<file path="config.mk">
export PLATFORM = sky130hd
export DESIGN_NAME = tlgc_ctrl
export DESIGN_NICKNAME = d
export VERILOG_FILES = /design/src/rtl/core/tlgc_pkg.sv /design/src/rtl/core/tlgc_ctrl.sv
export SDC_FILE = /design/constraint.sdc
export NUM_CORES = 1
export LEC_CHECK = 0
export BUFFER_PORTS_ARGS = -buffer_cell sky130_fd_sc_hd__buf_4
export CORE_ASPECT_RATIO = 0.75
export CORE_MARGIN = 5
export CORE_UTILIZATION = 40
export DETAILED_ROUTE_END_ITERATION = 8
export HOLD_SLACK_MARGIN = 0.03
export PLACE_DENSITY = 0.71
export SLEW_MARGIN = 20
export SYNTH_ARGS = -nofsm -noshare
export SYNTH_HDL_FRONTEND = slang
export SYNTH_SLANG_ARGS = --single-unit
export TNS_END_PERCENT = 20
</file>
<file path="constraint.sdc">
create_clock -name i_clk -period 1.69 [get_ports i_clk]
set_input_delay 0.0845 -clock i_clk [delete_from_list [all_inputs] [get_ports i_clk]]
set_output_delay 0.0845 -clock i_clk [all_outputs]
set_load 0.05 [all_outputs]
</file>
<file path="src/rtl/core/tlgc_pkg.sv">
`timescale 1ns / 1ps
// ----------------------------------------------------------------------------
// tlgc_pkg
// Shared types and codes of the track link graph cleaner.
// ----------------------------------------------------------------------------
package tlgc_pkg;

    localparam int LINK_W = 9;
    localparam int CFG_AW = 3;

    // table geometry, fixed by the 8-bit row and hit fields
    localparam int MAX_ROWS         = 256;
    localparam int MAX_HITS_PER_ROW = 256;

    // register byte addresses
    localparam logic [CFG_AW-1:0] REG_NROWS = 3'd0;
    localparam logic [CFG_AW-1:0] REG_STEP  = 3'd4;

    typedef enum logic [1:0] {
        MODE_WRITE = 2'd0,
        MODE_COUNT = 2'd1,
        MODE_RUN   = 2'd2,
        MODE_READ  = 2'd3
    } t_mode;

    // datapath operations issued by the controller
    typedef enum logic [3:0] {
        OP_NONE,
        OP_WRITE,      // store entry from input item
        OP_COUNT,      // store row count
        OP_READ,       // issue read of entry at input address
        OP_RD_SELF,    // read links/used/counts of current hit
        OP_RD_CNT,     // read row counts of both neighbour rows
        OP_RD_NBR,     // read neighbour entries
        OP_FIX,        // write neighbour fix-ups
        OP_SELF_WR,    // write current hit links
        OP_NEXT,       // advance hit / row walk
        OP_RUN_START   // load walk counters
    } t_op;

    typedef struct packed {
        t_op op;
    } t_cmd;

    typedef struct packed {
        logic init_busy;   // row count clearing pass after reset
        logic walk_done;   // no more rows
        logic row_end;     // current row finished
        logic hit_used;    // current hit is used
    } t_sts;

    localparam logic [LINK_W-1:0] LINK_NONE = '1;

endpackage

</file>
<file path="src/rtl/core/tlgc_ctrl.sv">
`timescale 1ns / 1ps
// ----------------------------------------------------------------------------
// tlgc_ctrl
// Sequencer for load, read and cleaning-run items, with output register.
// ----------------------------------------------------------------------------
module tlgc_ctrl (
    input  logic           i_clk,
    input  logic           i_rst_n,
    input  logic           i_in_valid,
    output logic           o_in_ready,
    input  logic [1:0]     i_mode,
    input  logic [7:0]     i_row,
    input  logic [7:0]     i_hit,
    output logic           o_out_valid,
    input  logic           i_out_ready,
    output logic [7:0]     o_out_row,
    output logic [7:0]     o_out_hit,
    output logic           o_out_done,
    output logic           o_out_from_rd,
    output tlgc_pkg::t_cmd o_cmd,
    input  tlgc_pkg::t_sts i_sts
);
    import tlgc_pkg::*;

    typedef enum logic [3:0] {
        S_IDLE, S_READ, S_START, S_CNT, S_ROW, S_SELF, S_CNTN,
        S_NBR, S_FIX, S_WR, S_NEXT, S_DONE
    } t_state;

    t_state r_state;
    logic   acc;
    assign o_in_ready = (r_state == S_IDLE) && !o_out_valid && !i_sts.init_busy;
    assign acc = i_in_valid && o_in_ready;

    always_comb begin
        o_cmd.op = OP_NONE;
        unique case (r_state)
            S_IDLE: begin
                if (acc) begin
                    case (t_mode'(i_mode))
                        MODE_WRITE: o_cmd.op = OP_WRITE;
                        MODE_COUNT: o_cmd.op = OP_COUNT;
                        MODE_READ:  o_cmd.op = OP_READ;
                        default:    o_cmd.op = OP_RUN_START;
                    endcase
                end
            end
            S_SELF:  o_cmd.op = OP_RD_SELF;
            S_CNTN:  o_cmd.op = OP_RD_CNT;
            S_NBR:   o_cmd.op = OP_RD_NBR;
            S_FIX:   o_cmd.op = OP_FIX;
            S_WR:    o_cmd.op = OP_SELF_WR;
            S_NEXT:  o_cmd.op = OP_NEXT;
            default: o_cmd.op = OP_NONE;
        endcase
    end

    always_ff @(posedge i_clk) begin
        if (!i_rst_n) begin
            r_state     <= S_IDLE;
            o_out_valid <= 1'b0;
        end else begin
            if (o_out_valid && i_out_ready) o_out_valid <= 1'b0;
            unique case (r_state)
                S_IDLE: begin
                    if (acc) begin
                        o_out_row <= i_row;
                        o_out_hit <= i_hit;
                        if (t_mode'(i_mode) == MODE_READ) begin
                            o_out_valid   <= 1'b1;
                            o_out_done    <= 1'b0;
                            o_out_from_rd <= 1'b1;
                        end else if (t_mode'(i_mode) == MODE_RUN) begin
                            r_state <= S_START;
                        end
                    end
                end
                S_START: r_state <= S_CNT;
                S_CNT:   r_state <= S_ROW;
                S_ROW: begin
                    if (i_sts.walk_done) r_state <= S_DONE;
                    else if (i_sts.row_end) r_state <= S_NEXT;
                    else r_state <= S_SELF;
                end
                S_SELF:  r_state <= S_CNTN;
                S_CNTN:  r_state <= i_sts.hit_used ? S_NEXT : S_NBR;
                S_NBR:   r_state <= S_FIX;
                S_FIX:   r_state <= S_WR;
                S_WR:    r_state <= S_NEXT;
                S_NEXT:  r_state <= S_CNT;
                S_DONE: begin
                    o_out_valid   <= 1'b1;
                    o_out_done    <= 1'b1;
                    o_out_from_rd <= 1'b0;
                    r_state       <= S_IDLE;
                end
                default: r_state <= S_IDLE;
            endcase
        end
    end

    a_ready_idle: assert property (@(posedge i_clk) disable iff (!i_rst_n)
        o_in_ready |-> r_state == S_IDLE) else $error("ready outside idle");
    a_done_end: assert property (@(posedge i_clk) disable iff (!i_rst_n)
        r_state == S_DONE |=> o_out_valid && o_out_done) else $error("no done");
    a_read_out: assert property (@(posedge i_clk) disable iff (!i_rst_n)
        acc && i_mode == MODE_READ |=> o_out_valid && !o_out_done)
        else $error("read lost");

endmodule

</file>
# Word level (Yosys, flattened, before mapping)
# Cells that the tools add are included.
word_totals:
  regBits: 23
  input_bits: 26
  output_inout_bits: 24
  elab_cells: 56
op_classes:
  eq_ne: 17
  n_mux: 20
  reduce_logical: 13
op_table:
  columns: ["operator", "count"]
  rows:
  - ["case mux 4 bit (9 select lines)", 1]
  - ["two-way mux 4 bit", 7]
  - ["case mux 4 bit (7 select lines)", 1]
  - ["equality test 4 x 3 -> 1 bit (second input constant)", 4]
  - ["equality test 4 bit (second input constant)", 4]
  - ["case mux 4 bit (3 select lines)", 1]
  - ["equality test 4 x 2 -> 1 bit (second input constant)", 2]
  - ["two-way mux 1 bit", 7]
  - ["case mux 1 bit (2 select lines)", 3]
  - ["AND reduction 3 bit", 2]
  - ["equality test 2 bit (second input constant)", 2]
  - ["logical AND 1 bit", 4]
  - ["logical NOT 4 bit", 1]
  - ["inequality test 2 x 1 -> 1 bit (second input constant)", 2]
  - ["inequality test 2 bit (second input constant)", 2]
  - ["AND reduction 4 bit", 1]
  - ["equality test 2 x 1 -> 1 bit (second input constant)", 1]
  - ["logical NOT 1 bit", 2]
  - ["logical NOT 2 bit", 1]
  - ["nonzero test 2 bit", 1]
  - ["OR reduction 2 bit", 1]

# Depth between registers and ports, before layout
# Gate-level depths: netlist of the first run.
logic_depth:
  ltp_word: 6
  mapped_depth: 5
  depth_no_buf: 5

# Least setup slack after synthesis of the first run
# Ideal clock, no wire load.
synth_path:
  path_kind: "reg-to-output"
  from: "reg o_out_valid"
  to: "out o_cmd[1] (netlist name)"
  t_arrival_ns: 2.097
  t_required_ns: 1.605
  setup_slack_ns: -0.492
  path_stages_with_launch: 4
  path_buffers: 0
  cell_sequence: "dfxtp_1 > nor3b_2 > a21oi_1 > o32ai_1"
synth_rtl:
  columns: ["item", "line", "rtl"]
  rows:
  - ["start: declaration", "tlgc_ctrl.sv:14", "output logic o_out_valid,"]
  - ["start signal: assignment", "tlgc_ctrl.sv:61", "o_out_valid <= 1'b0;"]
  - ["start signal: assignment", "tlgc_ctrl.sv:63", "if (o_out_valid && i_out_ready) o_out_valid <= 1'b0;"]
  - ["start signal: assignment", "tlgc_ctrl.sv:70", "o_out_valid <= 1'b1;"]
  - ["end: declaration", "tlgc_ctrl.sv:20", "output tlgc_pkg::t_cmd o_cmd,"]

==> results of run 1 <==
repair_timing:
action,CTS,global route
buffers inserted,1,0
endpoints found under the hold margin,17,1
hold buffers,17,1
pin swaps,2,0
resized for setup,6,8
endpoints found under the setup margin,4,5
layer usage:
metal  global-route usage [%]  up-vias
li1                         -      454
met1                    17.57      417
met2                    26.90       35
met3                    3.549        4
met4                    3.883        0
met5                        0        -
sequential cells by signal, indices dropped and copies added, names as in the netlist:
register and cells:
o_out_row 8, o_out_valid 1, o_out_hit 8, r_state 4
o_out_done 1, o_out_from_rd 1
logic make-up after synthesis:
family,synth area share [%]
mux,0.9604
flops,61.47
buf+inv,3.601
fa+ha+maj,3.602
simple gates,16.21
compound gates,13.33
xor+xnor,0.8405
critical path, delay by kind of cell (launching register included):
| kind | cells | cell delay, ps |
|---|---|---|
| AO/OA/AOI/OAI | 1 | 150 |
| buffers and inverters | 1 | 170 |
| flip-flops | 1 | 380 |
| AND/OR/NAND/NOR | 2 | 670 |
area by class of cell:
type | count | area, µm²
Tap cell | 36 | 45.04
Inverter | 5 | 18.77
Multi-Input combinational cell | 50 | 401.6
Fill cell | 190 | 797.0
Clock buffer | 3 | 22.52
Timing Repair Buffer | 74 | 624.3
Clock inverter | 1 | 5.005
Sequential cell | 23 | 648.1
metrics by stage:
stage / setup TNS [ps] / power [W] / hold slack (ps) / util [%] / setup WS (ps)
3_3_place_gp: 0 / 0.0008987 / 263.8 / 58.59 / 204.0
5_1_grt: -361.6 / 0.001245 / 156.6 / 68.90 / -149.2
3_5_place_dp: 0 / 0.0009016 / 263.9 / 58.59 / 160.3
4_1_cts: -102.4 / 0.001176 / 43.88 / 67.09 / -64.27
2_1_floorplan: -1025 / 0.0007901 / 183.4 / - / -397.5
6_report: -113.7 / 0.001181 / 142.5 / 68.90 / -59.70
worst max-delay path by stage:
stage | start | depth (start not counted) | slack [ps] | to
5_1_grt | o_out_valid | 4 | -150 | o_cmd[0]
3_5_place_dp | o_out_valid | 4 | 160 | o_cmd[0]
4_1_cts | o_out_valid | 4 | -60 | o_cmd[0]
3_3_place_gp | o_out_valid | 4 | 200 | o_cmd[0]
6_report | o_out_valid | 4 | -60 | o_cmd[0]
2_1_floorplan | o_out_valid | 3 | -400 | o_cmd[0]
power by group:
group	total [W]	switching, W	leakage, nW	internal, W
logic	0.000301	0.000156	0.523	0.000145
registers	0.000642	0.0000122	0.205	0.000629
clock network	0.000238	0.000150	0.0177	0.0000880
cells in the mapped netlist, drive strengths merged:
library cell,instances,area share (%)
ha,3,3.6
a31oi,1,0.60
or2,2,1.2
o21a,2,1.4
nor2,3,1.1
and4b,1,0.96
or3,1,0.60
nor3,1,0.48
inv,5,1.8
and3,1,0.60
clkbuf,1,0.36
buf,3,1.4
a21boi,2,1.4
o2111a,1,1.1
o21bai,1,0.72
nor2b,1,0.60
a211oi,1,0.72
xor2,1,0.84
o32ai,1,0.84
a221oi,1,1.4
a21o,1,0.72
or2b,1,0.72
and3b,1,0.84
o21ai,4,1.9
mux2i,1,0.96
nor4,1,1.2
nor3b,3,2.6
edfxtp,18,52
or4b,1,0.96
nand4bb,1,1.1
dfxtp,5,9.6
a21oi,5,2.4
nand2,4,1.4
nand2b,3,1.8
==> impl_metrics.env, run 1 <==
export IMPL_status="finished, violations left"
export IMPL_violations="setup timing"
export IMPL_cp_start_kind="flop"
export IMPL_synth_fp_nets=111
export IMPL_coreArea_um2=2562
export IMPL_max_slew_margin_pct=81.85
export IMPL_yosysSeqAreaShare_pct=61.46
export IMPL_die_area_um2=3737
export IMPL_clk_latency_ps=300
export IMPL_maxUsedRoutingLayer="met4"
export IMPL_drv_slew=0
export IMPL_grt_overflow=0
export IMPL_critPathMaxStageDelay_ps=480
export IMPL_crit_fanout=5
export IMPL_cts_inserted_buffers=3
export IMPL_vias_per_cell=4.740
export IMPL_synthToLayoutAreaGrowth_pct=69.39
export IMPL_grt_pass1_vias=888
export IMPL_ys_ff_latch=23
export IMPL_grt_start_max_net_pins=14
export IMPL_cts_tree="done"
export IMPL_n_antenna_cell=0
export IMPL_fin_skew_ps=4.330
export IMPL_final_common_cell="buf_4"
export IMPL_drt_iter0_markers=36
export IMPL_ir_drop_uv=291.0
export IMPL_cp_required_ps=1610
export IMPL_syn_instance_count=82
export IMPL_critPathArrivalTime_ps=1670
export IMPL_ios=50
export IMPL_std_cell_rows=16
export IMPL_fin_crit_sh_pct=103.5
export IMPL_cts_buffer_depth=2
export IMPL_worstHoldStart="i_sts[1]"
export IMPL_final_cells=192
export IMPL_path_clk_slew_ps=120
export IMPL_rrSetupSlack_ps=220
export IMPL_ys_types=38
export IMPL_power_leakage_nw=0.7463
export IMPL_maxCapViolCount=0
export IMPL_hpwl_mm=1.892
export IMPL_rsz0062_at_grt="true"
export IMPL_drc=0
export IMPL_vias=910
export IMPL_setup_viol=2
export IMPL_die_h_um=54.21
export IMPL_wl_met2_mm=1.308
export IMPL_crit_slowest_cell="or4b_4"
export IMPL_worst_slew_pin_transition_ps=270.2
export IMPL_stdcell_area_um2=1765
export IMPL_yosys_warnings=0
export IMPL_whs_path_depth=4
export IMPL_critPathKind="flop to output port"
export IMPL_placed_area_um2=1501
export IMPL_synth_avg_cell_area_um2=12.71
export IMPL_fmax_mhz=571.5
export IMPL_drtPass1Iterations=4
export IMPL_setup_ws_ps=-59.70
export IMPL_drive_gt1_share_pct=47.44
export IMPL_grtUsageTotal_pct=14.84
export IMPL_hold_viol=0
export IMPL_die_w_um=68.94
export IMPL_min_period_ps=1750
export IMPL_rr_startpoint="r_state[2]"
export IMPL_synth_area_um2=1042
export IMPL_crit_chain="nor3b_4 -> or4b_4 -> a21oi_2 -> buf_6"
export IMPL_cp_end_kind="output port"
export IMPL_ant_nets=0
export IMPL_grt_pass1_wl_mm=4.057
export IMPL_wl_met3_um=268
export IMPL_min_to="r_state[2]"
export IMPL_start_util_pct=40.67
export IMPL_h_tree_depth=1
export IMPL_antenna_found_initial=0
export IMPL_place_port_buffers=49
export IMPL_final_cell_mix="52 x buf_4, 18 x dlygate4sd3_1, 18 x edfxtp_1, 4 x nand2_1, 4 x a21oi_1"
export IMPL_nets=186
export IMPL_placed_cells=169
export IMPL_wl_mm=2.682
export IMPL_gp_congestion=0.8107
export IMPL_cts_root_buf="clkbuf_4"
export IMPL_routedWlPerCell_um=13.97
export IMPL_drt_met1_wl_mm=1.064
export IMPL_ff2ff_path_depth=5
export IMPL_p_per_area_nw_per_um2=668.9
export IMPL_cts_sinks=23
export IMPL_hold_class="input port to flop"
export IMPL_worstReg2RegEnd="o_out_done"
Note: power is estimated with default switching activity, not from simulation.
==> run 2, diff against run 1 <==
CORE_UTILIZATION = 42   (was 40)
CTS_BUF_LIST = sky130_fd_sc_hd__clkbuf_8   (was not set)
PLACE_DENSITY = 0.75   (was 0.71)
==> run 2 against run 1 <==
  * Highest routed layer unchanged
  * The run still ends with setup timing left
  * Critical path depth did not move
  * Design area is 0.57% lower
  * Non-clock buffer count shrank 2
  * Final cell count down 2.1%
  * Sequential power barely moved
  * Count of clock-buffer cells in the layout unchanged
  * Hold slack got worse by 68 ps
==> impl_metrics.env, run 2 (synthesis gave the netlist of run 1 again) <==
export IMPL_final_cell_mix="52 x buf_4, 18 x edfxtp_1, 16 x dlygate4sd3_1"
export IMPL_wl_met3_um=261
export IMPL_coreArea_um2=2327
export IMPL_fin_hold_ws_ps=74.27
export IMPL_ant_nets=0
export IMPL_maxCapViolCount=0
export IMPL_finalSetupTns_ps=-56.13
export IMPL_placed_cells=167
export IMPL_ir_drop_uv=354.5
export IMPL_die_h_um=53.14
export IMPL_antenna_found_initial=0
export IMPL_grt_overflow=0
export IMPL_grt_pass1_wl_mm=4.388
export IMPL_rrSetupSlack_ps=130
export IMPL_maxUsedRoutingLayer="met4"
export IMPL_post_route_util_pct=75.43
export IMPL_critPathMaxStageDelay_ps=480
export IMPL_hpwl_mm=1.978
export IMPL_drtPass1Iterations=4
export IMPL_crit_family="simple AND/OR/NAND/NOR gates"
export IMPL_final_cells=188
export IMPL_grt_start_max_net_pins=14
export IMPL_vias=929
export IMPL_clk_latency_ps=260
export IMPL_grt_pass1_vias=939
export IMPL_rsz0062_at_grt="true"
export IMPL_cts_root_buf="clkbuf_8"
export IMPL_n_antenna_cell=0
export IMPL_worst_slew_pin_transition_ps=381.9
export IMPL_h_tree_depth=1
export IMPL_critPathKind="flop to output port"
export IMPL_die_area_um2=3588
export IMPL_crit_chain="nor3b_4 -> or4b_1 -> a21oi_2 -> buf_6"
export IMPL_gp_congestion=0.8262
export IMPL_violations="setup timing"
export IMPL_cp_end_kind="output port"
export IMPL_drc=0
export IMPL_final_common_cell="buf_4"
export IMPL_drt_iter0_markers=31
export IMPL_status="finished, violations left"
export IMPL_fmax_mhz=581.2
export IMPL_cp_start_kind="flop"
export IMPL_reg_top3="o_out_hit x8, o_out_row x8, r_state x4"
export IMPL_setup_viol=2
export IMPL_crit_slowest_cell="or4b_1"
export IMPL_cts_tree="done"
export IMPL_ios=50
export IMPL_p_per_area_nw_per_um2=720.2
export IMPL_drv_slew=0
export IMPL_power_total_w=0.001264
export IMPL_drive_gt1_share_pct=44.81
export IMPL_min_period_ps=1721
export IMPL_cp_buffers_inverters=1
export IMPL_path_clk_slew_ps=80
export IMPL_die_w_um=67.52
export IMPL_start_util_pct=44.78
export IMPL_crit_fanout=5
export IMPL_drt_met1_wl_mm=1.130
export IMPL_cts_inserted_buffers=3
export IMPL_wl_mm=2.936
export IMPL_critPathArrivalTime_ps=1640
export IMPL_hold_class="input port to flop"
export IMPL_cts_sinks=23
export IMPL_synthToLayoutAreaGrowth_pct=68.43
export IMPL_std_cell_rows=15
export IMPL_wl_met2_mm=1.522
export IMPL_fin_crit_sh_pct=101.8
export IMPL_routedWlPerCell_um=15.62
export IMPL_power_leakage_nw=0.7395
export IMPL_cp_required_ps=1610
export IMPL_vias_per_cell=4.941
export IMPL_place_port_buffers=49
export IMPL_max_slew_margin_pct=74.51
export IMPL_hold_viol=0
export IMPL_cts_buffer_depth=2
export IMPL_nets=184
export IMPL_grtUsageTotal_pct=16.54
export IMPL_fin_skew_ps=1.464
export IMPL_setup_ws_ps=-30.52
-- run 2: cell types whose count changed in the layout (fill, tap and decap cells not counted), sizes merged --
cell	delta
inv	+1
dlygate4sd3	-2
clkinv	-1
-- run 2: area by class of cell --
type,instances,area (µm²)
tap,34,42.54
inverter,5,18.77
multi-input combinational,50,402.9
sequential,23,641.9
timing repair buffer,72,604.3
clock inverter,1,3.754
clock buffer,3,41.29
fill,161,571.8
-- run 2: power breakdown --
part / internal [W] / switching [W] / leakage [nW]
sequential: 0.000630 / 0.0000119 / 0.204
combinational: 0.000137 / 0.000158 / 0.509
clock: 0.000162 / 0.000166 / 0.0269
total: 0.000929 / 0.000335 / 0.739
-- run 2: repair_timing --
item	in CTS	in global routing
setup endpoints to repair	3	5
hold endpoints to repair	16	0
buffers inserted	0	1
resized for setup	4	4
hold buffers	16	0
pin swaps	1	3
-- run 2: per-layer routing --
layer  global-route usage, %  vias up
li1                        -      447
met1                   19.41      445
met2                   30.69       35
met3                   3.822        2
met4                   3.030        0
met5                       0        -
-- run 2: path summary, 6_finish.rpt --
| path | from | endpoint | cells after the start |
|---|---|---|---|
| worst max register to register | r_state[2] | o_out_from_rd | 5 |
| worst max-delay path | o_out_valid | o_cmd[0] | 4 |
| worst min register to register | o_out_valid | o_out_valid | 2 |
| worst min-delay path | i_out_ready | o_out_valid | 3 |
-- run 2: through the flow --
step                      worst slack (ps)  instance area (µm²)
after global placement               202.3                 1499
after detailed placement             172.3                 1499
final                               -30.52                 1755
after CTS                           -42.76                 1719
after global routing                -98.44                 1755
after floorplan                     -397.5                 1050
-- run 2: worst reg2reg max path, stage by stage, from the launching register on --
cell      delay, ps
dfxtp_1         430
nand2b_1        240
or2_1           270
inv_2            60
a31oi_1          50
nor2b_1         210
